File: src/rtl/crc_cmb_pkg.sv
`timescale 1ns / 1ps

package crc_cmb_pkg;

    // Number of length bits scanned.
    localparam int LEN_BITS = 32;
    localparam int CNT_W    = $clog2(LEN_BITS + 1);

    // Low word of the field polynomial x^32 + x^7 + x^5 + x^3 + x^2 + x + 1.
    localparam logic [7:0] POLY_LOW = 8'haf;

    localparam int TBL_DEPTH = 32;
    localparam int TBL_IDX_W = 5;

    typedef enum logic [1:0] {
        ST_IDLE,
        ST_SCAN,
        ST_FINAL
    } state_t;

    // Word k is x^(8*2^k) mod P.
    function automatic logic [31:0] pow_word(input logic [TBL_IDX_W-1:0] idx);
        logic [31:0] w;
        unique case (idx)
            5'd0:  w = 32'h00000100;
            5'd1:  w = 32'h00010000;
            5'd2:  w = 32'h000000af;
            5'd3:  w = 32'h00004455;
            5'd4:  w = 32'h10101111;
            5'd5:  w = 32'hae01ae01;
            5'd6:  w = 32'h1bd81099;
            5'd7:  w = 32'h87f2f581;
            5'd8:  w = 32'h9dd170d4;
            5'd9:  w = 32'h5bbedfd6;
            5'd10: w = 32'h27afa5be;
            5'd11: w = 32'hf0db1b29;
            5'd12: w = 32'h2264a683;
            5'd13: w = 32'hfaa007ab;
            5'd14: w = 32'h0a402c54;
            5'd15: w = 32'h2d26e110;
            5'd16: w = 32'hc99cb412;
            5'd17: w = 32'h5e545a7b;
            5'd18: w = 32'h6dc24493;
            5'd19: w = 32'h7dae76c1;
            5'd20: w = 32'hd7a20af5;
            5'd21: w = 32'h978e3ee2;
            5'd22: w = 32'h629ca6e1;
            5'd23: w = 32'h0a831f49;
            5'd24: w = 32'h2802d252;
            5'd25: w = 32'hc6c412e6;
            5'd26: w = 32'h39697bab;
            5'd27: w = 32'h2d222274;
            5'd28: w = 32'h9999aaf2;
            5'd29: w = 32'h00000002;
            5'd30: w = 32'h00000004;
            5'd31: w = 32'h00000010;
            default: w = 32'h00000000;
        endcase
        return w;
    endfunction

endpackage

File: src/rtl/crc_cmb_gfmul.sv
`timescale 1ns / 1ps

// Product of two 32-bit polynomials modulo P, one per cycle.
module crc_cmb_gfmul (
    input  logic [31:0] op_a,
    input  logic [31:0] op_b,
    output logic [31:0] product
);

    logic [63:0] prod_full;
    logic [39:0] fold1;
    logic [15:0] fold2;

    // Carryless 32x32 product: XOR of shifted partial products.
    always_comb begin
        prod_full = '0;
        for (int i = 0; i < 32; i++) begin
            if (op_a[i]) begin
                prod_full = prod_full ^ ({32'h0, op_b} << i);
            end
        end
    end

    // Fold the high word back: x^32 == POLY_LOW.
    always_comb begin
        fold1 = '0;
        for (int j = 0; j < 8; j++) begin
            if (crc_cmb_pkg::POLY_LOW[j]) begin
                fold1 = fold1 ^ ({8'h0, prod_full[63:32]} << j);
            end
        end
    end

    // Second fold covers the few bits that spill past x^31.
    always_comb begin
        fold2 = '0;
        for (int j = 0; j < 8; j++) begin
            if (crc_cmb_pkg::POLY_LOW[j]) begin
                fold2 = fold2 ^ ({8'h0, fold1[39:32]} << j);
            end
        end
    end

    assign product = prod_full[31:0] ^ fold1[31:0] ^ {16'h0, fold2};

endmodule

File: src/rtl/crc32_combine_poly_af.sv
`timescale 1ns / 1ps
// Sequence: after the input transfer, one scan step per length bit, LEN_BITS
// in all, then one final multiply that loads the output register once it is free.
// A new item is taken only in idle, after the last one is done, since every
// step of an item goes through the single shared GF(2^32) multiplier.
// Reset: aresetn low at a rising edge returns the sequencer to idle and drops
// any pending result; no stored table or state survives between items.
module crc32_combine_poly_af (
    input  logic        aclk,
    input  logic        aresetn,

    input  logic        s_valid,
    output logic        s_ready,
    input  logic [31:0] s_crc_first,
    input  logic [31:0] s_crc_second,
    input  logic [31:0] s_second_length,

    output logic        m_valid,
    input  logic        m_ready,
    output logic [31:0] m_combined_crc
);

    localparam int CNT_W = crc_cmb_pkg::CNT_W;

    crc_cmb_pkg::state_t state_reg, state_next;

    // Control registers.
    logic [CNT_W-1:0]                  cnt_reg, cnt_next;
    logic [crc_cmb_pkg::TBL_IDX_W-1:0] tidx_reg, tidx_next;
    logic                              m_valid_reg, m_valid_next;

    // Payload registers.
    logic [31:0] first_reg, first_next;
    logic [31:0] second_reg, second_next;
    logic [31:0] len_reg, len_next;
    logic [31:0] pow_reg, pow_next;
    logic [31:0] out_reg, out_next;

    // Shared multiplier.
    logic [31:0] mul_a;
    logic [31:0] mul_b;
    logic [31:0] mul_p;

    logic out_free;

    crc_cmb_gfmul u_mul (
        .op_a    (mul_a),
        .op_b    (mul_b),
        .product (mul_p)
    );

    assign out_free = !m_valid_reg || m_ready;

    assign s_ready        = (state_reg == crc_cmb_pkg::ST_IDLE);
    assign m_valid        = m_valid_reg;
    assign m_combined_crc = out_reg;

    always_ff @(posedge aclk) begin
        if (!aresetn) begin
            state_reg   <= crc_cmb_pkg::ST_IDLE;
            cnt_reg     <= '0;
            tidx_reg    <= '0;
            m_valid_reg <= 1'b0;
        end else begin
            state_reg   <= state_next;
            cnt_reg     <= cnt_next;
            tidx_reg    <= tidx_next;
            m_valid_reg <= m_valid_next;
        end
    end

    always_ff @(posedge aclk) begin
        first_reg  <= first_next;
        second_reg <= second_next;
        len_reg    <= len_next;
        pow_reg    <= pow_next;
        out_reg    <= out_next;
    end

    always_comb begin
        state_next   = state_reg;
        cnt_next     = cnt_reg;
        tidx_next    = tidx_reg;
        m_valid_next = m_valid_reg;
        first_next   = first_reg;
        second_next  = second_reg;
        len_next     = len_reg;
        pow_next     = pow_reg;
        out_next     = out_reg;

        // Scan steps multiply a table word into the running power; the final
        // step multiplies the power by the inverted first CRC.
        if (state_reg == crc_cmb_pkg::ST_FINAL) begin
            mul_a = pow_reg;
            mul_b = ~first_reg;
        end else begin
            mul_a = crc_cmb_pkg::pow_word(tidx_reg);
            mul_b = pow_reg;
        end

        // Drop the result once the consumer takes it.
        if (m_valid_reg && m_ready) begin
            m_valid_next = 1'b0;
        end

        unique case (state_reg)
            crc_cmb_pkg::ST_IDLE: begin
                if (s_valid) begin
                    first_next  = s_crc_first;
                    second_next = s_crc_second;
                    len_next    = s_second_length;
                    pow_next    = 32'h00000001;
                    cnt_next    = CNT_W'(crc_cmb_pkg::LEN_BITS - 1);
                    tidx_next   = '0;
                    state_next  = crc_cmb_pkg::ST_SCAN;
                end
            end
            crc_cmb_pkg::ST_SCAN: begin
                // Fold in the table word only for set length bits.
                if (len_reg[0]) begin
                    pow_next = mul_p;
                end
                // Advance to the next length bit; the table index wraps.
                len_next  = {1'b0, len_reg[31:1]};
                tidx_next = tidx_reg + 1'b1;
                if (cnt_reg == '0) begin
                    state_next = crc_cmb_pkg::ST_FINAL;
                end else begin
                    cnt_next = cnt_reg - 1'b1;
                end
            end
            crc_cmb_pkg::ST_FINAL: begin
                // Hold until the output register is free.
                if (out_free) begin
                    out_next     = mul_p ^ second_reg;
                    m_valid_next = 1'b1;
                    state_next   = crc_cmb_pkg::ST_IDLE;
                end
            end
            default: begin
                state_next = crc_cmb_pkg::ST_IDLE;
            end
        endcase
    end

endmodule
File: config.mk
export PLATFORM = sky130hd
export DESIGN_NAME = crc32_combine_poly_af
export DESIGN_NICKNAME = d
export VERILOG_FILES = /design/src/rtl/crc_cmb_pkg.sv /design/src/rtl/crc_cmb_gfmul.sv /design/src/rtl/crc32_combine_poly_af.sv
export SDC_FILE = /design/constraint.sdc
export NUM_CORES = 1
export LEC_CHECK = 0
export ABC_AREA = 1
export BUFFER_PORTS_ARGS = -buffer_cell sky130_fd_sc_hd__clkbuf_2
export CORE_MARGIN = 5
export CORE_UTILIZATION = 35
export CTS_BUF_LIST = sky130_fd_sc_hd__clkbuf_4
export CTS_CLUSTER_DIAMETER = 200
export DETAILED_ROUTE_END_ITERATION = 10
export PLACE_DENSITY_LB_ADDON = 0.12
export SETUP_SLACK_MARGIN = 0.5
export SLEW_MARGIN = 0
export SYNTH_ARGS = -nofsm -noshare
export SYNTH_HDL_FRONTEND = slang
export SYNTH_HIERARCHICAL = 1
export SYNTH_SLANG_ARGS = --single-unit
File: constraint.sdc
create_clock -name aclk -period 3.5 [get_ports aclk]
set_input_delay 0.35 -clock aclk [delete_from_list [all_inputs] [get_ports aclk]]
set_output_delay 0.35 -clock aclk [all_outputs]
set_load 0.03 [all_outputs]
## Word-level counts from Yosys, hierarchy flattened

Memory sizes are Yosys's and may differ from the RTL's. A register that Yosys moved wholly into a read port is not among the register bits.
Cells that the tools add are included.

| cells by class | value |
|---|---|
| equal/unequal tests | 7 |
| add/subtract/negate cells | 2 |
| multiplexer cells | 53 |
| reductions and logical operators | 12 |
| bitwise gates (word level) | 45 |

Operator list:

| cell | number |
|---|---|
| $mux W64 | 31 |
| $mux W32 | 6 |
| $pmux W32 S2 | 2 |
| $xor A32 B32 Y32 | 2 |
| $xor A64 B33 Y64 | 1 |
| $xor A64 B34 Y64 | 1 |
| $xor A64 B35 Y64 | 1 |
| $xor A64 B36 Y64 | 1 |
| $xor A64 B37 Y64 | 1 |
| $xor A64 B38 Y64 | 1 |
| $xor A64 B39 Y64 | 1 |
| $xor A64 B40 Y64 | 1 |
| $xor A64 B41 Y64 | 1 |
| $xor A64 B42 Y64 | 1 |
| $xor A64 B43 Y64 | 1 |
| $xor A64 B44 Y64 | 1 |
| $xor A64 B45 Y64 | 1 |
| $xor A64 B46 Y64 | 1 |
| $xor A64 B47 Y64 | 1 |
| $xor A64 B48 Y64 | 1 |
| $xor A64 B49 Y64 | 1 |
| $xor A64 B50 Y64 | 1 |
| $xor A64 B51 Y64 | 1 |
| $xor A64 B52 Y64 | 1 |
| 43 further kinds | 58 |

| word-level totals | value |
|---|---|
| output and inout port bits | 34 |
| register bits after elaboration | 174 |
| memory bits (read-only) | 1024 |
| input port bits | 100 |
| word-level logic and storage cells | 129 |
| memories | 1 |

Memory list:

| name | depth | width | read ports | clocked after memory_dff | wr ports | line | text |
|---|---|---|---|---|---|---|---|
| (name not given) | 32 | 32 | 1 | 1 | 0 | crc_cmb_pkg.sv:24 | `unique case (idx)` |

## Longest topological paths before layout

| depth | value |
|---|---|
| depth after elaboration | 78 |
| mapped depth | 35 |
| mapped depth without buffers | 32 |

## Modules after synthesis

Netlist, hierarchy kept.

By module, submodules not included:

| module | seq. area each (um^2) | cells an instance | area each (um^2) | times used |
|---|---|---|---|---|
| crc_cmb_gfmul | 0.0 | 3135 | 17101.4 | 1 |
| crc32_combine_poly_af | 5725.5 | 1037 | 9375.2 | 1 |

## Least setup slack after synthesis

OpenSTA, ideal clock, no wires.

| path | value |
|---|---|
| kind | reg-to-reg |
| start | register state_reg[1] |
| end | register out_reg[16] (netlist: m_combined_crc[16]) (data pin) |
| arrival | 3.344 ns |
| required time | 3.235 ns |
| stages on the path, launching flop included | 20 |
| clock period less this slack | 3.610 ns |
| slack | -0.110 ns |
| path buffers | 2 |
| setup time | 0.265 ns |
| path through | dfxtp_1 -> inv_1 -> nor2_2 -> clkinv_1 -> clkbuf_1 -> o21ai_0 -> buf_2 -> nand2_1 -> xor2_1 -> xor2_1 -> nand2_1 -> nand2_1 -> nand2_1 -> nand2_1 -> xor2_1 -> nand2_1 -> nand2_1 -> xor2_1 -> xor2_1 -> xor2_1 |

| between the ends | value |
|---|---|
| elaborated cells between the ends (all ways) | 74 |
| classes of those cells | eq/ne: 1; mux: 34; bitwise: 39 |

RTL lines:

| element | line | text |
|---|---|---|
| start, declared | crc32_combine_poly_af.sv:25 | `crc_cmb_pkg::state_t state_reg, state_next;` |
| start signal, assigned | crc32_combine_poly_af.sv:60 | `state_reg <= crc_cmb_pkg::ST_IDLE;` |
| start signal, assigned | crc32_combine_poly_af.sv:65 | `state_reg <= state_next;` |
| $eq A2 B2 Y1 * | crc32_combine_poly_af.sv:93 | `if (state_reg == crc_cmb_pkg::ST_FINAL) begin` |
| $mux W32 * | crc32_combine_poly_af.sv:93 |  |
| via mul_b[22] | crc32_combine_poly_af.sv:41 | `logic [31:0] mul_b;` |
| $xor A64 B51 Y64 | crc_cmb_gfmul.sv:19 | `prod_full = prod_full ^ ({32'h0, op_b} << i);` |
| $mux W64 | crc_cmb_gfmul.sv:18 | `if (op_a[i]) begin` |
| $xor A64 B52 Y64 | crc_cmb_gfmul.sv:19 |  |
| $mux W64 | crc_cmb_gfmul.sv:18 |  |
| $xor A64 B53 Y64 | crc_cmb_gfmul.sv:19 |  |
| [18 not listed] | - |  |
| $mux W64 * | crc_cmb_gfmul.sv:18 |  |
| $xor A64 B63 Y64 | crc_cmb_gfmul.sv:19 |  |
| $mux W64 * | crc_cmb_gfmul.sv:18 |  |
| $xor A40 B39 Y40 * | crc_cmb_gfmul.sv:29 | `fold1 = fold1 ^ ({8'h0, prod_full[63:32]} << j);` |
| $xor A32 B32 Y32 * | crc_cmb_gfmul.sv:44 | `assign product = prod_full[31:0] ^ fold1[31:0] ^ {16'h0, fold2};` |
| $xor A32 B16 Y32 * | crc_cmb_gfmul.sv:44 |  |
| via mul_p[16] | crc32_combine_poly_af.sv:42 | `logic [31:0] mul_p;` |
| $xor A32 B32 Y32 * | crc32_combine_poly_af.sv:135 | `out_next = mul_p ^ second_reg;` |
| end signal, assigned | crc32_combine_poly_af.sv:77 | `out_reg <= out_next;` |
| end, declared | crc32_combine_poly_af.sv:37 | `logic [31:0] out_reg, out_next;` |

The timed path passes the listed nets; every way through them passes the cells marked *.
A chain may end at the register's enable or synchronous reset.

## Worst setup path in the final report

| path | value |
|---|---|
| start | register state_reg[1] |
| end | register out_reg[7] (netlist: m_combined_crc[7]) (data pin) |

| between the ends | value |
|---|---|
| elaborated cells between the ends (all ways) | 79 |
| classes of those cells | eq/ne: 1; mux: 34; bitwise: 44 |

RTL lines:

| element | line |
|---|---|
| $eq A2 B2 Y1 * | crc32_combine_poly_af.sv:93 |
| $mux W32 * | crc32_combine_poly_af.sv:93 |
| via mul_b[31] | crc32_combine_poly_af.sv:41 |
| $xor A64 B33 Y64 | crc_cmb_gfmul.sv:19 |
| $mux W64 | crc_cmb_gfmul.sv:18 |
| $xor A64 B34 Y64 | crc_cmb_gfmul.sv:19 |
| $mux W64 | crc_cmb_gfmul.sv:18 |
| $xor A64 B35 Y64 | crc_cmb_gfmul.sv:19 |
| [54 not listed] | - |
| $mux W64 | crc_cmb_gfmul.sv:18 |
| $xor A64 B63 Y64 | crc_cmb_gfmul.sv:19 |
| $mux W64 * | crc_cmb_gfmul.sv:18 |
| $xor A40 B39 Y40 * | crc_cmb_gfmul.sv:29 |
| $xor A32 B32 Y32 | crc_cmb_gfmul.sv:44 |
| $xor A32 B16 Y32 * | crc_cmb_gfmul.sv:44 |
| via mul_p[7] | crc32_combine_poly_af.sv:42 |
| $xor A32 B32 Y32 * | crc32_combine_poly_af.sv:135 |

Marks and branches as above.

==> run_results.csv <==
group,metric,value,unit
sta,period_minus_slack,3.80,ns
setup_path,worstSetupEndpointType,"flip-flop",
placement,place.gp.congestion,0.947,
yosys,synth_async_sr_flop_share,0,
grt,grt_pass1_wl,173000,um
finish,seqCellArea,5730,um2
floorplan,rows,100,
finish,syn_to_final_growth,42.9,%
finish,finish.instance_area,37800,um2
grt,grt_use_met1,0.370,
sta,rsz0062_at_grt,"true",
grt,grt_pass1_vias,27600,
floorplan,pin_count,134,
grt,grtUsageMet2,0.446,
floorplan,coreArea,74700,um2
yosys,synth_cells,4172,
finish,final_cell_mix,"1947 x nand2_1, 475 x buf_4, 467 x xnor2_1, 347 x xor2_1, 235 x inv_1",
yosys,synth_flop_cell,"edfxtp_1",
sta,whs,0.0827,ns
sta,fin_ws,-0.296,ns
setup_path,critical_path_required,3.97,ns
hold_path,worstHoldPathCells,3,
finish,layout.nets,4982,
setup_path,ff2ff_path_depth,23,
clock_tree,clk_latency,0.74,ns
yosys,synth-seq-cells,206,
setup_path,critical_path_arrival,4.26,ns
hold_path,hold_path.class,"primary input to flip-flop",
floorplan,die_x,285,um
status,status,"finished, violations left",
power,power_density,465,nW/um2
setup_path,start_kind,"flip-flop",
yosys,synth_top_cell_by_area,"nand2_1",
clock_tree,clock-sinks,206,
yosys,synth_edf_count,160,
yosys,yosysSeqAreaShare,0.216,
floorplan,die_h,285,um
yosys,syn_area,26500,um2
yosys,synth_top_area_share,0.299,
sta,setup_viol,64,
sta,timing_hold_violations_final,0,
finish,drive_above_1_share,0.261,
setup_path,crit_chain,"inv_2, nor2_4, buf_4, clkinv_4, buf_12, o21ai_4, buf_12, buf_16, buf_4, nand2_4, xnor2_2, xnor2_2, xor2_4, buf_12, buf_4, xor2_1, xor2_1, inv_1, nand3_2, nand3_1, nand2_1, inv_1, xor2_1",
finish,multiInputGateArea,20700,um2
finish,fill_cells,7453,
finish,stdcell_count,5875,
drt,dr_total_vias,28400,
grt,overflow,0,
sta,period_share,1.08,
placement,place_inst,5600,
floorplan,start_util,0.354,
grt,grt_antenna_before_repair,1,
clock_tree,htree_num_levels,2,
sta,tightestPinTransition,1.07,ns
drt,wire_per_inst,20.0,um
sta,drv_slew,0,
drt,wirelength,118000,um
sta,clock.fmax,263,MHz
status,violations,"setup timing",
yosys,synth_nets,4283,
setup_path,critical_path_class,"flip-flop to flip-flop",
clock_tree,clockBufferDepth,3,
yosys,yosys.cell_types.count,40,
drt,drt_iter0_drc,2568,
drt,vias_per_cell,4.84,
placement,portBuffers,133,
grt,grt.busiest_layer,"met2",
grt,met3_usage,0.0414,
yosys,avgSynthCellArea,6.35,um2
grt,grtUsageTotal,0.279,
clock_tree,cts_tree,"done",
drt,antenna_left,0,
setup_path,cpPeakStageDelay,0.34,ns
placement,dp_hpwl,88800,um
clock_tree,cts_buffers,51,
finish,layout_commonest_cell,"nand2_1",
drt,firstDrtPassIters,6,
clock_tree,root_buffer,"clkbuf_4",
run,drv_cap,0,
yosys,synthTopCellsByArea,"nand2_1 30%, edfxtp_1 18%, xnor2_1 18%",
floorplan,die_area,81200,um2
placement,dpl_cell_area,33300,um2
setup_path,worst-path-max-fanout,13,
sta,setup_tns,-11.39,ns
power,vdd_drop_max,316,uV
drt,drc,0,
power,power_leakage,16.8,nW
setup_path,cpMaxStageDelayCell,"dfxtp_2",
sta,max_slew_margin,0.284,
clock_tree,clkTransAtPathRegs,0.07,ns
grt,grt_max_degree,66,
yosys,yosys_warnings,6,
sta,fin_worst_skew,0.0734,ns
## metal layers
layer,up-vias,share of wire
met4,0,0.058
li1,13900,-
met3,222,0.075
met2,1040,0.45
met1,13200,0.42
met5,-,0
## power breakdown
group	switching (mW)	total [mW]	internal, mW
clock	1.07	2.26	1.19
sequential	0.206	3.34	3.13
combinational	6.85	12.0	5.13
total	8.13	17.6	9.45
## worst max-delay path: cells and delay by family, from the launching register on
family	cells	cell delay [ns]
AND/OR/NAND/NOR	5	0.48
buffers and inverters	11	1.30
XOR/XNOR	6	1.25
AO/OA/AOI/OAI	1	0.18
flip-flops	1	0.34
## worst paths after layout
check | to | startpoint | slack, ns
max | m_combined_crc[7] | state_reg[1] | -0.30
max reg2reg | m_combined_crc[7] | state_reg[1] | -0.30
min reg2reg | cnt_reg[0] | cnt_reg[0] | 0.47
min | cnt_reg[2] | s_valid | 0.08
## final cells by class
type | instances | area share
timing repair buffer | 893 | 0.226
antenna | 1 | 0.0000662
inverter | 260 | 0.0261
multi-input combinational | 3458 | 0.546
clock inverter | 20 | 0.00500
sequential | 206 | 0.151
clock buffer | 67 | 0.0133
tap | 969 | 0.0321
timing repair inverter | 1 | 0.000232
## cell families (layout without fill, tap and decap cells)
logic type,after synthesis,after routing,share of synthesized area
AO/OA/AOI/OAI,67,67,0.0140
other,0,1,0
buffers and inverters,508,1241,0.0827
flip-flops,206,206,0.216
XOR/XNOR,950,950,0.319
adder cells (fa/ha/maj),11,11,0.00520
AND/OR/NAND/NOR,2430,2430,0.363
## per-stage QoR
step | util | total power [mW] | setup WS (ns)
2_1_floorplan | - | 8.47 | 0.321
3_3_place_gp | 0.446 | 13.5 | -0.646
3_5_place_dp | 0.446 | 13.5 | -0.616
4_1_cts | 0.492 | 16.9 | -0.229
5_1_grt | 0.506 | 18.5 | -0.531
6_report | 0.506 | 17.6 | -0.296
## cells in the mapped netlist (2+ instances only)
master	number
dfxtp_1	46
nand3b_1	44
clkinv_1	2
o21ai_0	41
nand3_1	163
nand2_1	2108
o21ai_1	4
a21o_1	2
xor2_1	393
nand2_2	6
ha_1	11
edfxtp_1	160
nor2_2	4
or2_2	9
xnor2_1	542
buf_6	6
a21oi_1	12
nor2_1	75
nand2_4	2
inv_1	258
or2_1	4
xor2_2	8
a31oi_1	2
buf_2	134
clkbuf_1	62
nand4_1	12
xnor2_2	6
buf_4	18
buf_1	27
## repair_timing
| action | in CTS | in global routing |
|---|---|---|
| pin swaps | 118 | 79 |
| endpoints found under the hold margin | 96 | 0 |
| hold buffers | 96 | 0 |
| setup endpoints to repair | 64 | 64 |
| cloned | 5 | 4 |
| gates resized for setup | 246 | 161 |
| setup buffers | 65 | 17 |
Power figures use the tool's default switching activity.
